[config.mk]
export PLATFORM = sky130hd
export DESIGN_NAME = i2c_master_byte_writer
export DESIGN_NICKNAME = d
export VERILOG_FILES = /design/src/i2cw_pkg.sv /design/src/i2c_master_byte_writer.sv /design/src/i2cw_front.sv /design/src/i2cw_cmd_fifo.sv /design/src/i2cw_engine.sv
export SDC_FILE = /design/constraint.sdc
export NUM_CORES = 1
export LEC_CHECK = 0
export BUFFER_PORTS_ARGS = -buffer_cell sky130_fd_sc_hd__buf_2
export CORE_ASPECT_RATIO = 1.75
export CORE_MARGIN = 5
export CORE_UTILIZATION = 37
export DETAILED_ROUTE_END_ITERATION = 12
export PLACE_DENSITY_LB_ADDON = 0.3
export SLEW_MARGIN = 5
export SYNTH_ARGS = -nofsm -noshare
export SYNTH_HDL_FRONTEND = slang
export SYNTH_SLANG_ARGS = --single-unit
[constraint.sdc]
create_clock -name aclk -period 12.8 [get_ports aclk]
set_input_delay 1.92 -clock aclk [delete_from_list [all_inputs] [get_ports aclk]]
set_output_delay 1.92 -clock aclk [all_outputs]
set_load 0.01 [all_outputs]
[src/i2cw_pkg.sv]
// Shared types and constants for the write-only I2C master.
// Used by the front end, the command queue, the bus engine and the top level.
package i2cw_pkg;

    // Function codes on the input channel
    localparam logic [1:0] FUNC_START = 2'd0;
    localparam logic [1:0] FUNC_DATA  = 2'd1;
    localparam logic [1:0] FUNC_TICK  = 2'd2;

    localparam int TICK_COUNT_WIDTH_DEF = 16;
    localparam int PHASE_TICKS_W        = 16;
    localparam logic [PHASE_TICKS_W-1:0] PHASE_TICKS_RESET = 16'd50;

    // Depth of the queue between front end and bus engine
    localparam int CMD_FIFO_DEPTH = 2;
    localparam int BIT_IDX_W      = 4;

    typedef enum logic [1:0] {
        CMD_START,
        CMD_DATA,
        CMD_TICK,
        CMD_NOP
    } cmd_kind_t;

    // Classified item as it travels through the queue
    typedef struct packed {
        cmd_kind_t  kind;
        logic [7:0] payload;
        logic       stop;
        logic       sda;
    } cmd_t;

    typedef enum logic [2:0] {
        BUS_IDLE,
        BUS_START,
        BUS_BIT,
        BUS_ACK,
        BUS_WAIT,
        BUS_STOP
    } bus_state_t;

endpackage

[src/i2c_master_byte_writer.sv]
// Write-only I2C bus master, top level.
// Depends on i2cw_pkg, i2cw_front, i2cw_cmd_fifo and i2cw_engine.
//
// Every item (start with address, data byte, or one time tick) yields one
// result with the SCL/SDA levels and status after that item. The block takes
// one item per clock cycle sustained while results are taken: the item is
// decoded into a two-entry command queue, the bus engine applies one
// command per cycle and writes the result into an output register. A
// stalled result register stalls the engine, and the queue then fills
// before s_ready drops. Each SCL bit spends four phases of phase_ticks
// tick items; phase_ticks is written through cfg_wr_en and cfg_wr_data.
// The user must write it only while the block is idle; the block itself
// does not enforce this.
module i2c_master_byte_writer import i2cw_pkg::*; #(
    parameter int TICK_COUNT_WIDTH = TICK_COUNT_WIDTH_DEF
) (
    input  logic                     aclk,
    input  logic                     aresetn,
    input  logic                     cfg_wr_en,
    input  logic [PHASE_TICKS_W-1:0] cfg_wr_data,
    input  logic                     s_valid,
    output logic                     s_ready,
    input  logic [1:0]               s_func,
    input  logic [6:0]               s_target_address,
    input  logic [7:0]               s_data_byte,
    input  logic                     s_stop_after,
    input  logic                     s_sda_line,
    output logic                     m_valid,
    input  logic                     m_ready,
    output logic                     m_scl_level,
    output logic                     m_sda_level,
    output logic                     m_byte_acked,
    output logic                     m_no_ack_error,
    output logic                     m_ready_for_byte,
    output logic                     m_idle
);

    cmd_t front_cmd;
    cmd_t queue_cmd;
    logic queue_valid;
    logic queue_ready;

    // Decode the incoming item
    i2cw_front u_front (
        .func           (s_func),
        .target_address (s_target_address),
        .data_byte      (s_data_byte),
        .stop_after     (s_stop_after),
        .sda_line       (s_sda_line),
        .cmd            (front_cmd)
    );

    // Queue decoded commands
    i2cw_cmd_fifo u_fifo (
        .aclk       (aclk),
        .aresetn    (aresetn),
        .push_valid (s_valid),
        .push_ready (s_ready),
        .push_cmd   (front_cmd),
        .pop_valid  (queue_valid),
        .pop_ready  (queue_ready),
        .pop_cmd    (queue_cmd)
    );

    // Run the bus sequence
    i2cw_engine #(
        .TICK_COUNT_WIDTH (TICK_COUNT_WIDTH)
    ) u_engine (
        .aclk             (aclk),
        .aresetn          (aresetn),
        .cfg_wr_en        (cfg_wr_en),
        .cfg_wr_data      (cfg_wr_data),
        .cmd_valid        (queue_valid),
        .cmd_ready        (queue_ready),
        .cmd              (queue_cmd),
        .m_valid          (m_valid),
        .m_ready          (m_ready),
        .m_scl_level      (m_scl_level),
        .m_sda_level      (m_sda_level),
        .m_byte_acked     (m_byte_acked),
        .m_no_ack_error   (m_no_ack_error),
        .m_ready_for_byte (m_ready_for_byte),
        .m_idle           (m_idle)
    );

endmodule

[src/i2cw_front.sv]
// Front end: decodes the function code of each incoming item into a command.
// Depends on i2cw_pkg for the function codes and the command type.
module i2cw_front import i2cw_pkg::*; (
    input  logic [1:0] func,
    input  logic [6:0] target_address,
    input  logic [7:0] data_byte,
    input  logic       stop_after,
    input  logic       sda_line,
    output cmd_t       cmd
);

    // Classify the item and pick the byte to shift out
    always_comb begin
        cmd.stop = stop_after;
        cmd.sda  = sda_line;
        case (func)
            FUNC_START: begin
                cmd.kind    = CMD_START;
                cmd.payload = {target_address, 1'b0};
            end
            FUNC_DATA: begin
                cmd.kind    = CMD_DATA;
                cmd.payload = data_byte;
            end
            FUNC_TICK: begin
                cmd.kind    = CMD_TICK;
                cmd.payload = 8'd0;
            end
            default: begin
                cmd.kind    = CMD_NOP;
                cmd.payload = 8'd0;
            end
        endcase
    end

endmodule

[src/i2cw_cmd_fifo.sv]
// Short command queue that decouples the front end from the bus engine.
// Depends on i2cw_pkg for the command type and the queue depth.
module i2cw_cmd_fifo import i2cw_pkg::*; (
    input  logic aclk,
    input  logic aresetn,
    input  logic push_valid,
    output logic push_ready,
    input  cmd_t push_cmd,
    output logic pop_valid,
    input  logic pop_ready,
    output cmd_t pop_cmd
);

    localparam int PTR_W = (CMD_FIFO_DEPTH > 1) ? $clog2(CMD_FIFO_DEPTH) : 1;
    localparam int CNT_W = $clog2(CMD_FIFO_DEPTH + 1);
    localparam logic [PTR_W-1:0] LAST_PTR = PTR_W'(CMD_FIFO_DEPTH - 1);
    localparam logic [CNT_W-1:0] FULL_CNT = CNT_W'(CMD_FIFO_DEPTH);

    cmd_t             fifo_mem [CMD_FIFO_DEPTH];
    logic [PTR_W-1:0] wr_ptr_reg, wr_ptr_next;
    logic [PTR_W-1:0] rd_ptr_reg, rd_ptr_next;
    logic [CNT_W-1:0] count_reg, count_next;
    logic             do_push, do_pop;

    assign push_ready = (count_reg != FULL_CNT);
    assign pop_valid  = (count_reg != '0);
    assign pop_cmd    = fifo_mem[rd_ptr_reg];
    assign do_push    = push_valid && push_ready;
    assign do_pop     = pop_valid && pop_ready;

    // Advance pointers and occupancy
    always_comb begin
        wr_ptr_next = wr_ptr_reg;
        rd_ptr_next = rd_ptr_reg;
        count_next  = count_reg;
        if (do_push) begin
            wr_ptr_next = (wr_ptr_reg == LAST_PTR) ? '0 : wr_ptr_reg + PTR_W'(1);
        end
        if (do_pop) begin
            rd_ptr_next = (rd_ptr_reg == LAST_PTR) ? '0 : rd_ptr_reg + PTR_W'(1);
        end
        if (do_push && !do_pop) begin
            count_next = count_reg + CNT_W'(1);
        end else if (do_pop && !do_push) begin
            count_next = count_reg - CNT_W'(1);
        end
    end

    always_ff @(posedge aclk) begin
        if (!aresetn) begin
            wr_ptr_reg <= '0;
            rd_ptr_reg <= '0;
            count_reg  <= '0;
        end else begin
            wr_ptr_reg <= wr_ptr_next;
            rd_ptr_reg <= rd_ptr_next;
            count_reg  <= count_next;
        end
    end

    // Store entries
    always_ff @(posedge aclk) begin
        if (do_push) begin
            fifo_mem[wr_ptr_reg] <= push_cmd;
        end
    end

endmodule

[src/i2cw_engine.sv]
// Bus engine: runs the I2C write sequence one command per cycle unless stalled
// and holds the result in an output register. Depends on i2cw_pkg for states and commands.
module i2cw_engine import i2cw_pkg::*; #(
    parameter int TICK_COUNT_WIDTH = TICK_COUNT_WIDTH_DEF
) (
    input  logic                     aclk,
    input  logic                     aresetn,
    input  logic                     cfg_wr_en,
    input  logic [PHASE_TICKS_W-1:0] cfg_wr_data,
    input  logic                     cmd_valid,
    output logic                     cmd_ready,
    input  cmd_t                     cmd,
    output logic                     m_valid,
    input  logic                     m_ready,
    output logic                     m_scl_level,
    output logic                     m_sda_level,
    output logic                     m_byte_acked,
    output logic                     m_no_ack_error,
    output logic                     m_ready_for_byte,
    output logic                     m_idle
);

    // Wide enough for the phase length and for the counter cap
    localparam int LIM_W = ((TICK_COUNT_WIDTH > PHASE_TICKS_W) ?
                            TICK_COUNT_WIDTH : PHASE_TICKS_W) + 1;
    localparam logic [LIM_W-1:0] TICK_CAP = LIM_W'(1) << TICK_COUNT_WIDTH;

    logic [PHASE_TICKS_W-1:0]    phase_ticks_reg;
    bus_state_t                  state_reg, state_next;
    logic [BIT_IDX_W-1:0]        bit_idx_reg, bit_idx_next;
    logic [7:0]                  shift_reg, shift_next;
    logic [TICK_COUNT_WIDTH-1:0] tick_reg, tick_next;
    logic [1:0]                  quarter_reg, quarter_next;
    logic                        stop_pend_reg, stop_pend_next;

    logic                        out_valid_reg;
    logic                        scl_reg, sda_reg, acked_reg, nack_reg, rfb_reg, idle_reg;
    logic                        scl_next, sda_next, acked_next, nack_next;

    logic                        out_free, pop, busy, tick_last;
    logic [LIM_W-1:0]            lim_raw, lim;
    logic [BIT_IDX_W-1:0]        bit_inc;

    assign out_free  = !out_valid_reg || m_ready;
    assign cmd_ready = out_free;
    assign pop       = cmd_valid && out_free;
    assign busy      = state_reg inside {BUS_START, BUS_BIT, BUS_ACK, BUS_STOP};
    assign bit_inc   = bit_idx_reg + BIT_IDX_W'(1);

    // Phase length: zero counts as one, capped by the counter range
    always_comb begin
        lim_raw = LIM_W'(phase_ticks_reg);
        if (phase_ticks_reg == '0) begin
            lim = LIM_W'(1);
        end else if (lim_raw > TICK_CAP) begin
            lim = TICK_CAP;
        end else begin
            lim = lim_raw;
        end
        tick_last = (LIM_W'(tick_reg) + LIM_W'(1)) >= lim;
    end

    // Next state of the bus sequencer
    always_comb begin
        state_next     = state_reg;
        bit_idx_next   = bit_idx_reg;
        shift_next     = shift_reg;
        tick_next      = tick_reg;
        quarter_next   = quarter_reg;
        stop_pend_next = stop_pend_reg;
        acked_next     = 1'b0;
        nack_next      = 1'b0;
        if (pop) begin
            case (cmd.kind)
                CMD_START: begin
                    if (!busy) begin
                        state_next     = BUS_START;
                        shift_next     = cmd.payload;
                        bit_idx_next   = '0;
                        quarter_next   = 2'd0;
                        tick_next      = '0;
                        stop_pend_next = cmd.stop;
                    end
                end
                CMD_DATA: begin
                    if (state_reg == BUS_WAIT) begin
                        state_next     = BUS_BIT;
                        shift_next     = cmd.payload;
                        bit_idx_next   = '0;
                        quarter_next   = 2'd0;
                        tick_next      = '0;
                        stop_pend_next = cmd.stop;
                    end
                end
                CMD_TICK: begin
                    if (busy) begin
                        if (!tick_last) begin
                            tick_next = tick_reg + TICK_COUNT_WIDTH'(1);
                        end else begin
                            tick_next = '0;
                            case (state_reg)
                                BUS_START: begin
                                    if (quarter_reg != 2'd3) begin
                                        quarter_next = quarter_reg + 2'd1;
                                    end else begin
                                        state_next   = BUS_BIT;
                                        bit_idx_next = '0;
                                        quarter_next = 2'd0;
                                    end
                                end
                                BUS_BIT: begin
                                    if (quarter_reg != 2'd3) begin
                                        quarter_next = quarter_reg + 2'd1;
                                    end else begin
                                        quarter_next = 2'd0;
                                        shift_next   = {shift_reg[6:0], 1'b0};
                                        bit_idx_next = bit_inc;
                                        if (bit_inc >= BIT_IDX_W'(8)) begin
                                            state_next   = BUS_ACK;
                                            bit_idx_next = '0;
                                        end
                                    end
                                end
                                BUS_ACK: begin
                                    if (quarter_reg == 2'd2) begin
                                        if (cmd.sda) begin
                                            // Missing ack: abort with a stop
                                            nack_next      = 1'b1;
                                            stop_pend_next = 1'b0;
                                            state_next     = BUS_STOP;
                                            bit_idx_next   = '0;
                                            quarter_next   = 2'd0;
                                        end else begin
                                            acked_next   = 1'b1;
                                            quarter_next = 2'd3;
                                        end
                                    end else if (quarter_reg == 2'd3) begin
                                        quarter_next   = 2'd0;
                                        state_next     = stop_pend_reg ? BUS_STOP : BUS_WAIT;
                                        stop_pend_next = 1'b0;
                                    end else begin
                                        quarter_next = quarter_reg + 2'd1;
                                    end
                                end
                                BUS_STOP: begin
                                    if (quarter_reg != 2'd3) begin
                                        quarter_next = quarter_reg + 2'd1;
                                    end else begin
                                        state_next   = BUS_IDLE;
                                        shift_next   = 8'd0;
                                        bit_idx_next = '0;
                                        quarter_next = 2'd0;
                                    end
                                end
                                default: begin
                                end
                            endcase
                        end
                    end
                end
                default: begin
                end
            endcase
        end
    end

    // Line levels after the update
    always_comb begin
        case (state_next)
            BUS_START: begin
                scl_next = (quarter_next == 2'd0) || (quarter_next == 2'd1);
                sda_next = (quarter_next == 2'd0);
            end
            BUS_BIT: begin
                scl_next = (quarter_next == 2'd1) || (quarter_next == 2'd2);
                sda_next = shift_next[7];
            end
            BUS_ACK: begin
                scl_next = (quarter_next == 2'd1) || (quarter_next == 2'd2);
                sda_next = 1'b1;
            end
            BUS_WAIT: begin
                scl_next = 1'b0;
                sda_next = 1'b0;
            end
            BUS_STOP: begin
                scl_next = (quarter_next != 2'd0);
                sda_next = (quarter_next == 2'd2) || (quarter_next == 2'd3);
            end
            default: begin
                scl_next = 1'b1;
                sda_next = 1'b1;
            end
        endcase
    end

    // Sequencer and configuration registers
    always_ff @(posedge aclk) begin
        if (!aresetn) begin
            phase_ticks_reg <= PHASE_TICKS_RESET;
            state_reg       <= BUS_IDLE;
            bit_idx_reg     <= '0;
            shift_reg       <= 8'd0;
            tick_reg        <= '0;
            quarter_reg     <= 2'd0;
            stop_pend_reg   <= 1'b0;
        end else begin
            if (cfg_wr_en) begin
                phase_ticks_reg <= cfg_wr_data;
            end
            state_reg     <= state_next;
            bit_idx_reg   <= bit_idx_next;
            shift_reg     <= shift_next;
            tick_reg      <= tick_next;
            quarter_reg   <= quarter_next;
            stop_pend_reg <= stop_pend_next;
        end
    end

    // Output register: hold until taken, load on each processed command
    always_ff @(posedge aclk) begin
        if (!aresetn) begin
            out_valid_reg <= 1'b0;
        end else if (out_free) begin
            out_valid_reg <= cmd_valid;
        end
    end

    always_ff @(posedge aclk) begin
        if (pop) begin
            scl_reg   <= scl_next;
            sda_reg   <= sda_next;
            acked_reg <= acked_next;
            nack_reg  <= nack_next;
            rfb_reg   <= (state_next == BUS_WAIT);
            idle_reg  <= (state_next == BUS_IDLE);
        end
    end

    assign m_valid          = out_valid_reg;
    assign m_scl_level      = scl_reg;
    assign m_sda_level      = sda_reg;
    assign m_byte_acked     = acked_reg;
    assign m_no_ack_error   = nack_reg;
    assign m_ready_for_byte = rfb_reg;
    assign m_idle           = idle_reg;

endmodule

### After elaboration in Yosys (flattened, before gate mapping)

Memory sizes are Yosys's and may differ from the RTL's. A register that Yosys moved wholly into a read port is not among the register bits.
Cells that the tools add are included.
W data, S select, Z words.

* equality and inequality tests: 35
* $lt $le $gt $ge: 3
* reduce and logical (&&, ||, !) cells: 29
* $add $sub $neg: 8
* muxes and demuxes: 75

Operators with widths (count)
* $mux W16: 4
* $mux W8: 7
* $pmux W16 S3: 1
* $mux W3: 12
* $mux W4: 9
* $mux W17: 2
* $pmux W10 S3: 1
* $pmux W4 S3: 2
* $pmux W8 S3: 1
* $mux W2: 11
* $ne A3 B3 Y1 const B: 6
* $reduce_and A9 Y1: 2
* $add A16 B1 Y17 const B: 1
* $ge A17 B17 Y1: 1
* $gt A16 B17 Y1 const B: 1
* $mux W1: 17
* $add A16 B1 Y16 const B: 1
* $logic_not A16 Y1: 1
* $pmux W8 S2: 1
* $eq A2 B2 Y1 const B: 6
* $eq A3 B2 Y1 const B: 4
* $eq A3 B3 Y1 const B: 4
* $pmux W3 S4: 1
* $reduce_and A11 Y1: 1
* other kinds (27): 53

* logic and storage cells: 169
* register bits after elaboration: 61
* memories kept: 1
* bits of input ports: 40
* output and inout bits: 8
* bits in writable memories: 24

Memories
* u_fifo.fifo_mem: depth 2, bits a word 12, rd ports 1, clocked after Yosys merged registers in 1, write ports 1, RTL line i2cw_cmd_fifo.sv:19 `cmd_t fifo_mem [CMD_FIFO_DEPTH];`

### Logic depth before layout (Yosys ltp)

* word-level depth: 12
* gate-level depth with buffers: 17
* depth with buffers taken out: 15

### Cells and area by module

Synthesis repeated with hierarchy kept, for this count alone.

* cells, all modules: 484
* area, all modules: 4749.6 µm²

By module, submodules not included
* i2cw_engine: times used 1, cells an instance 401, area each 3503.4 µm², seq. area each 1201.2 µm²
* i2cw_cmd_fifo: times used 1, cells an instance 61, area each 1103.6 µm², seq. area each 820.8 µm²
* i2cw_front: times used 1, cells an instance 22, area each 142.6 µm², seq. area each 0.0 µm²

### Least setup slack after synthesis

No wires, ideal clock.

* path type: register to register
* start point: register u_engine.tick_reg[2]
* end point: register u_engine.scl_reg (netlist: u_engine.m_scl_level) (data pin)
* required time: 12.544 ns
* clock period less this slack: 4.042 ns
* path buffers: 1
* slack: 8.758 ns
* setup time: 0.256 ns
* cell stages (with the launch flop): 17
* arrival time: 3.786 ns
* path through: dfxtp_1 -> nand3_4 -> nor4_2 -> nand3_1 -> nor2_1 -> and3_1 -> xor2_1 -> ha_1 -> nand3_1 -> nor4_1 -> a211oi_2 -> and2_1 -> buf_6 -> a21boi_1 -> o211a_2 -> or4b_1 -> o211a_1

* longest elaborated chain between the ends: 9
* elaborated cells between the ends (all ways): 23
* classes of those cells: 1 x add/sub; 1 x order compare; 7 x eq/ne; 9 x mux; 5 x reduce/logical

RTL lines
* from (decl): RTL line i2cw_engine.sv:32 `logic [TICK_COUNT_WIDTH-1:0] tick_reg, tick_next;`
* from (signal assigned): RTL line i2cw_engine.sv:214 `tick_reg <= tick_next;`
* $add A16 B1 Y17 (*): RTL line i2cw_engine.sv:60 `tick_last = (LIM_W'(tick_reg) + LIM_W'(1)) >= lim;`
* $ge A17 B17 Y1 (*): RTL line i2cw_engine.sv:60
* $mux W3 or $mux W2 (tied branches): RTL line i2cw_engine.sv:97 `if (!tick_last) begin`
* $mux W3 or $mux W2 (tied branches): RTL line i2cw_engine.sv:96 `if (busy) begin`
* $pmux W3 S3 or $pmux W2 S3 (tied branches): RTL line i2cw_engine.sv:74 `case (cmd.kind)`
* $mux W3 or $mux W2 (tied branches): RTL line i2cw_engine.sv:73 `if (pop) begin`
* $eq A3 B2 Y1, or another cell as far along: RTL line i2cw_engine.sv:169 `case (state_next)`
* $reduce_or A2 Y1 (no line), or another cell as far along
* $pmux W1 S4 (*): RTL line i2cw_engine.sv:169
* net u_engine.scl_next: RTL line i2cw_engine.sv:38 `logic scl_next, sda_next, acked_next, nack_next;`
* to (signal assigned): RTL line i2cw_engine.sv:231 `scl_reg <= scl_next;`
* to (decl): RTL line i2cw_engine.sv:37 `logic scl_reg, sda_reg, acked_reg, nack_reg, rfb_reg, idle_reg;`

Mark *: on every way through the listed nets, which the timed path passes. The rest lies on a longest branch.
A chain may end at the register's enable or synchronous reset.

### Worst setup path in the final report

Ends and elaborated chain as after synthesis.

==> results.py <==
metrics = {
    "hold_path": {
        "worstHoldPathCells": 2,
        "timing.hold.worst.class": "flop to flop",
    },
    "worst_setup_path": {
        "cpPeakStageDelay_ns": 0.54,
        "crit_type": "flop to flop",
        "critical_path_depth": 15,
        "r2r_cells": 15,
        "r2r_slack_ns": 8.11,
        "cp_slowest_cell": "nor4_2",
        "worstSetupEndpointType": "flop",
        "crit_fanout": 7,
        "critical_path_buf_inv_count": 0,
        "cp_top_family": "simple AND/OR/NAND/NOR gates",
        "path_cells": "nand3_4, nor4_2, nand3_1, nor2_1, and3_1, xor2_1, ha_1, nand3_1, nor4_1, a211oi_2, and2_1, a21oi_1, o211a_1, or4b_1, o211a_1",
        "crit_path_start_kind": "flop",
        "arrival_ns": 4.79,
        "cp.required_ns": 12.91,
    },
    "grt": {
        "grt_max_degree": 57,
        "track_usage_pct": 15.6,
        "grt_pass1_vias": 4233,
        "grt-ovfl-total": 0,
        "grt_first_pass_wirelength_um": 20200,
        "antenna_found_initial": 0,
    },
    "yosys": {
        "synth_flop_cell": "dfxtp_1",
        "syn_inst": 539,
        "async_reset_ff_share_pct": 0,
        "syn_nets": 600,
        "synth_seq_cells": 86,
        "netlist_area_sq_um": 5050,
        "synth_area_per_cell_sq_um": 9.37,
        "synth_edf_count": 30,
        "ys_types": 71,
        "synth-seq-area-share_pct": 40.0,
        "yosys_warnings": 0,
    },
    "routing": {
        "wl_um": 12400,
        "vias": 4062,
        "route.detailed.drc": 0,
        "drt-wirelength-per-cell_um": 16.6,
        "drt-pass1-iter-count": 4,
        "avgViaCountPerCell": 5.44,
        "drtAntennaViolNets": 0,
        "drt_iter0_drc": 165,
    },
    "cts": {
        "numCtsBuffers": 9,
        "clk_pin_slew_ns": 0.07,
        "post_cts_buffers": 0,
        "root_buffer": "clkbuf_16",
        "hold_buffers": 0,
        "worstSkewPairLatency_ns": 0.35,
        "htree_levels": 3,
        "cts_buffer_depth": 2,
        "cts_tree": "yes",
        "cts_resized": 0,
        "cts_sinks": 86,
    },
    "finish": {
        "drive_gt1_share_pct": 14.3,
        "num_antenna_cells": 0,
        "fin_nets": 629,
        "largest_reg_flops": 24,
        "syn_to_final_growth_pct": 13.2,
        "num-fill-cells": 1338,
    },
    "floorplan": {
        "core.rowCount": 56,
        "die-area_sq_um": 16200,
        "die_w_um": 98.3,
        "ios": 48,
        "die_h_um": 165,
        "core_sq_um": 13400,
        "initial_core_util_pct": 37.7,
    },
    "power": {
        "total_leakage_power_nw": 2.29,
        "total_power_mw": 0.878,
        "powerDensity_nw_per_um2": 154,
        "ir_worst_vdd_uv": 70.6,
    },
    "run": {
        "maxCapViolCount": 0,
    },
    "timing": {
        "skew_ns": 0.00864,
        "worst_slack_ns": 8.11,
        "min_period_ns": 4.69,
        "max_freq_ghz": 0.213,
        "relSlewSlack_pct": 26.7,
        "fin_crit_sh_pct": 36.6,
        "hold_violations": 0,
        "fin_setup_tns_ns": 0,
        "tightest_slew_ns": 1.10,
        "slew_viol_final": 0,
        "finalSetupViolCount": 0,
        "rsz0062_at_grt": "no",
    },
    "placement": {
        "gp_congestion": 0.881,
        "post-place-ws_ns": 8.17,
        "port_buffers": 47,
        "post-dp-hpwl_um": 9480,
    },
    "outcome": {
        "outcome": "finished, final reports clean",
    },
}
-- per-stage QoR --
step	area [sq um]	cells	hold WS, ns	utilization (%)
floorplan	5050	539	0.456	-
global placement	5370	731	0.466	40.1
detailed placement	5370	731	0.488	40.1
CTS	5720	747	0.501	42.7
global route	5720	747	0.507	42.7
finish	5720	747	0.495	42.7
-- power breakdown --
group / leakage [nW] / switching (mW) / total [mW] / internal [mW]
registers: 0.735 / 0.0322 / 0.356 / 0.324
clock network: 0.171 / 0.115 / 0.309 / 0.194
logic: 1.38 / 0.127 / 0.213 / 0.0859
-- area by class of cell --
cell class | instances | area [sq um] | area share, %
multi-input combinational | 398 | 2790 | 48.9
sequential | 86 | 2020 | 35.4
timing repair buffer | 47 | 235 | 4.12
clock buffer | 9 | 225 | 3.94
tap | 174 | 218 | 3.81
clock inverter | 7 | 125 | 2.19
inverter | 26 | 97.6 | 1.71
-- Yosys cell counts, types with 2 or more instances --
cell type | number | area, sq um
a211oi_2 | 2 | 25.0
or3_1 | 7 | 43.8
a22oi_1 | 3 | 22.5
and3_1 | 4 | 25.0
nand3b_1 | 8 | 60.1
a211oi_1 | 3 | 22.5
nand2_1 | 43 | 161
nor4_1 | 6 | 37.5
a21oi_1 | 21 | 105
nand4_1 | 9 | 56.3
xnor2_1 | 7 | 61.3
o21ai_1 | 3 | 15.0
xor2_1 | 12 | 105
buf_2 | 5 | 25.0
and2_1 | 11 | 68.8
nand2b_1 | 6 | 37.5
dfxtp_1 | 56 | 1120
o211ai_1 | 17 | 128
o2bb2ai_1 | 2 | 17.5
nor3_1 | 10 | 50.1
o211a_1 | 9 | 90.1
clkbuf_1 | 20 | 75.1
o21ai_0 | 22 | 110
buf_4 | 2 | 15.0
inv_1 | 26 | 97.6
edfxtp_1 | 30 | 901
a21o_1 | 9 | 67.6
a21boi_0 | 15 | 113
a311o_1 | 2 | 20.0
buf_6 | 2 | 22.5
mux2i_1 | 31 | 310
nor2b_1 | 22 | 138
o22ai_1 | 2 | 12.5
o21a_1 | 3 | 22.5
a21boi_1 | 2 | 15.0
ha_1 | 21 | 263
nor2_1 | 39 | 146
nand3_1 | 14 | 70.1
-- worst register-to-register path, delay by kind of cell, from the launching register on --
kind | cells | cell delay, ns
compound gates | 4 | 0.90
xor+xnor | 1 | 0.21
fa+ha+maj | 1 | 0.29
flops | 1 | 0.46
simple gates | 9 | 2.60
-- per-layer routing --
layer / track usage [%] / wire [um]
met4: 8.76 / 727
met3: 3.13 / 475
met5: 0 / 0
met1: 14.8 / 4380
met2: 30.7 / 6840
-- worst paths after layout --
path | start | to
worst max register to register | u_engine.tick_reg[2]$_SDFFE_PN0P_ | u_engine.m_scl_level$_DFFE_PP_
worst min register to register | u_engine.bit_idx_reg[1]$_SDFFE_PN0P_ | u_engine.bit_idx_reg[1]$_SDFFE_PN0P_
worst max-delay path | u_engine.tick_reg[2]$_SDFFE_PN0P_ | u_engine.m_scl_level$_DFFE_PP_
worst min-delay path | u_engine.bit_idx_reg[1]$_SDFFE_PN0P_ | u_engine.bit_idx_reg[1]$_SDFFE_PN0P_
-- logic make-up after synthesis --
| family | after synthesis | synth area share [%] |
|---|---|---|
| and+or+nand+nor | 191 | 20.1 |
| AOI/OAI and AO/OA | 133 | 19.5 |
| DFF | 86 | 40.0 |
| buffers and inverters | 55 | 4.66 |
| muxes | 34 | 7.16 |
| adders and majority gates | 21 | 5.20 |
| xor gates and xnor gates | 19 | 3.30 |
-- cells in the final DEF, fill, tap and decap left out, drive strengths merged, types with 11 or more instances in the layout --
master  synthesis  layout
nand3          15      15
xor2           12      12
nor2b          22      22
dfxtp          56      56
a21boi         17      17
edfxtp         30      30
and2           11      11
inv            26      30
nor2           40      40
nand2          44      44
ha             21      21
o211ai         17      17
buf             9      47
a21oi          22      22
nor3           11      11
mux2i          33      33
o21ai          25      25
(Power assumes the default switching activity.)
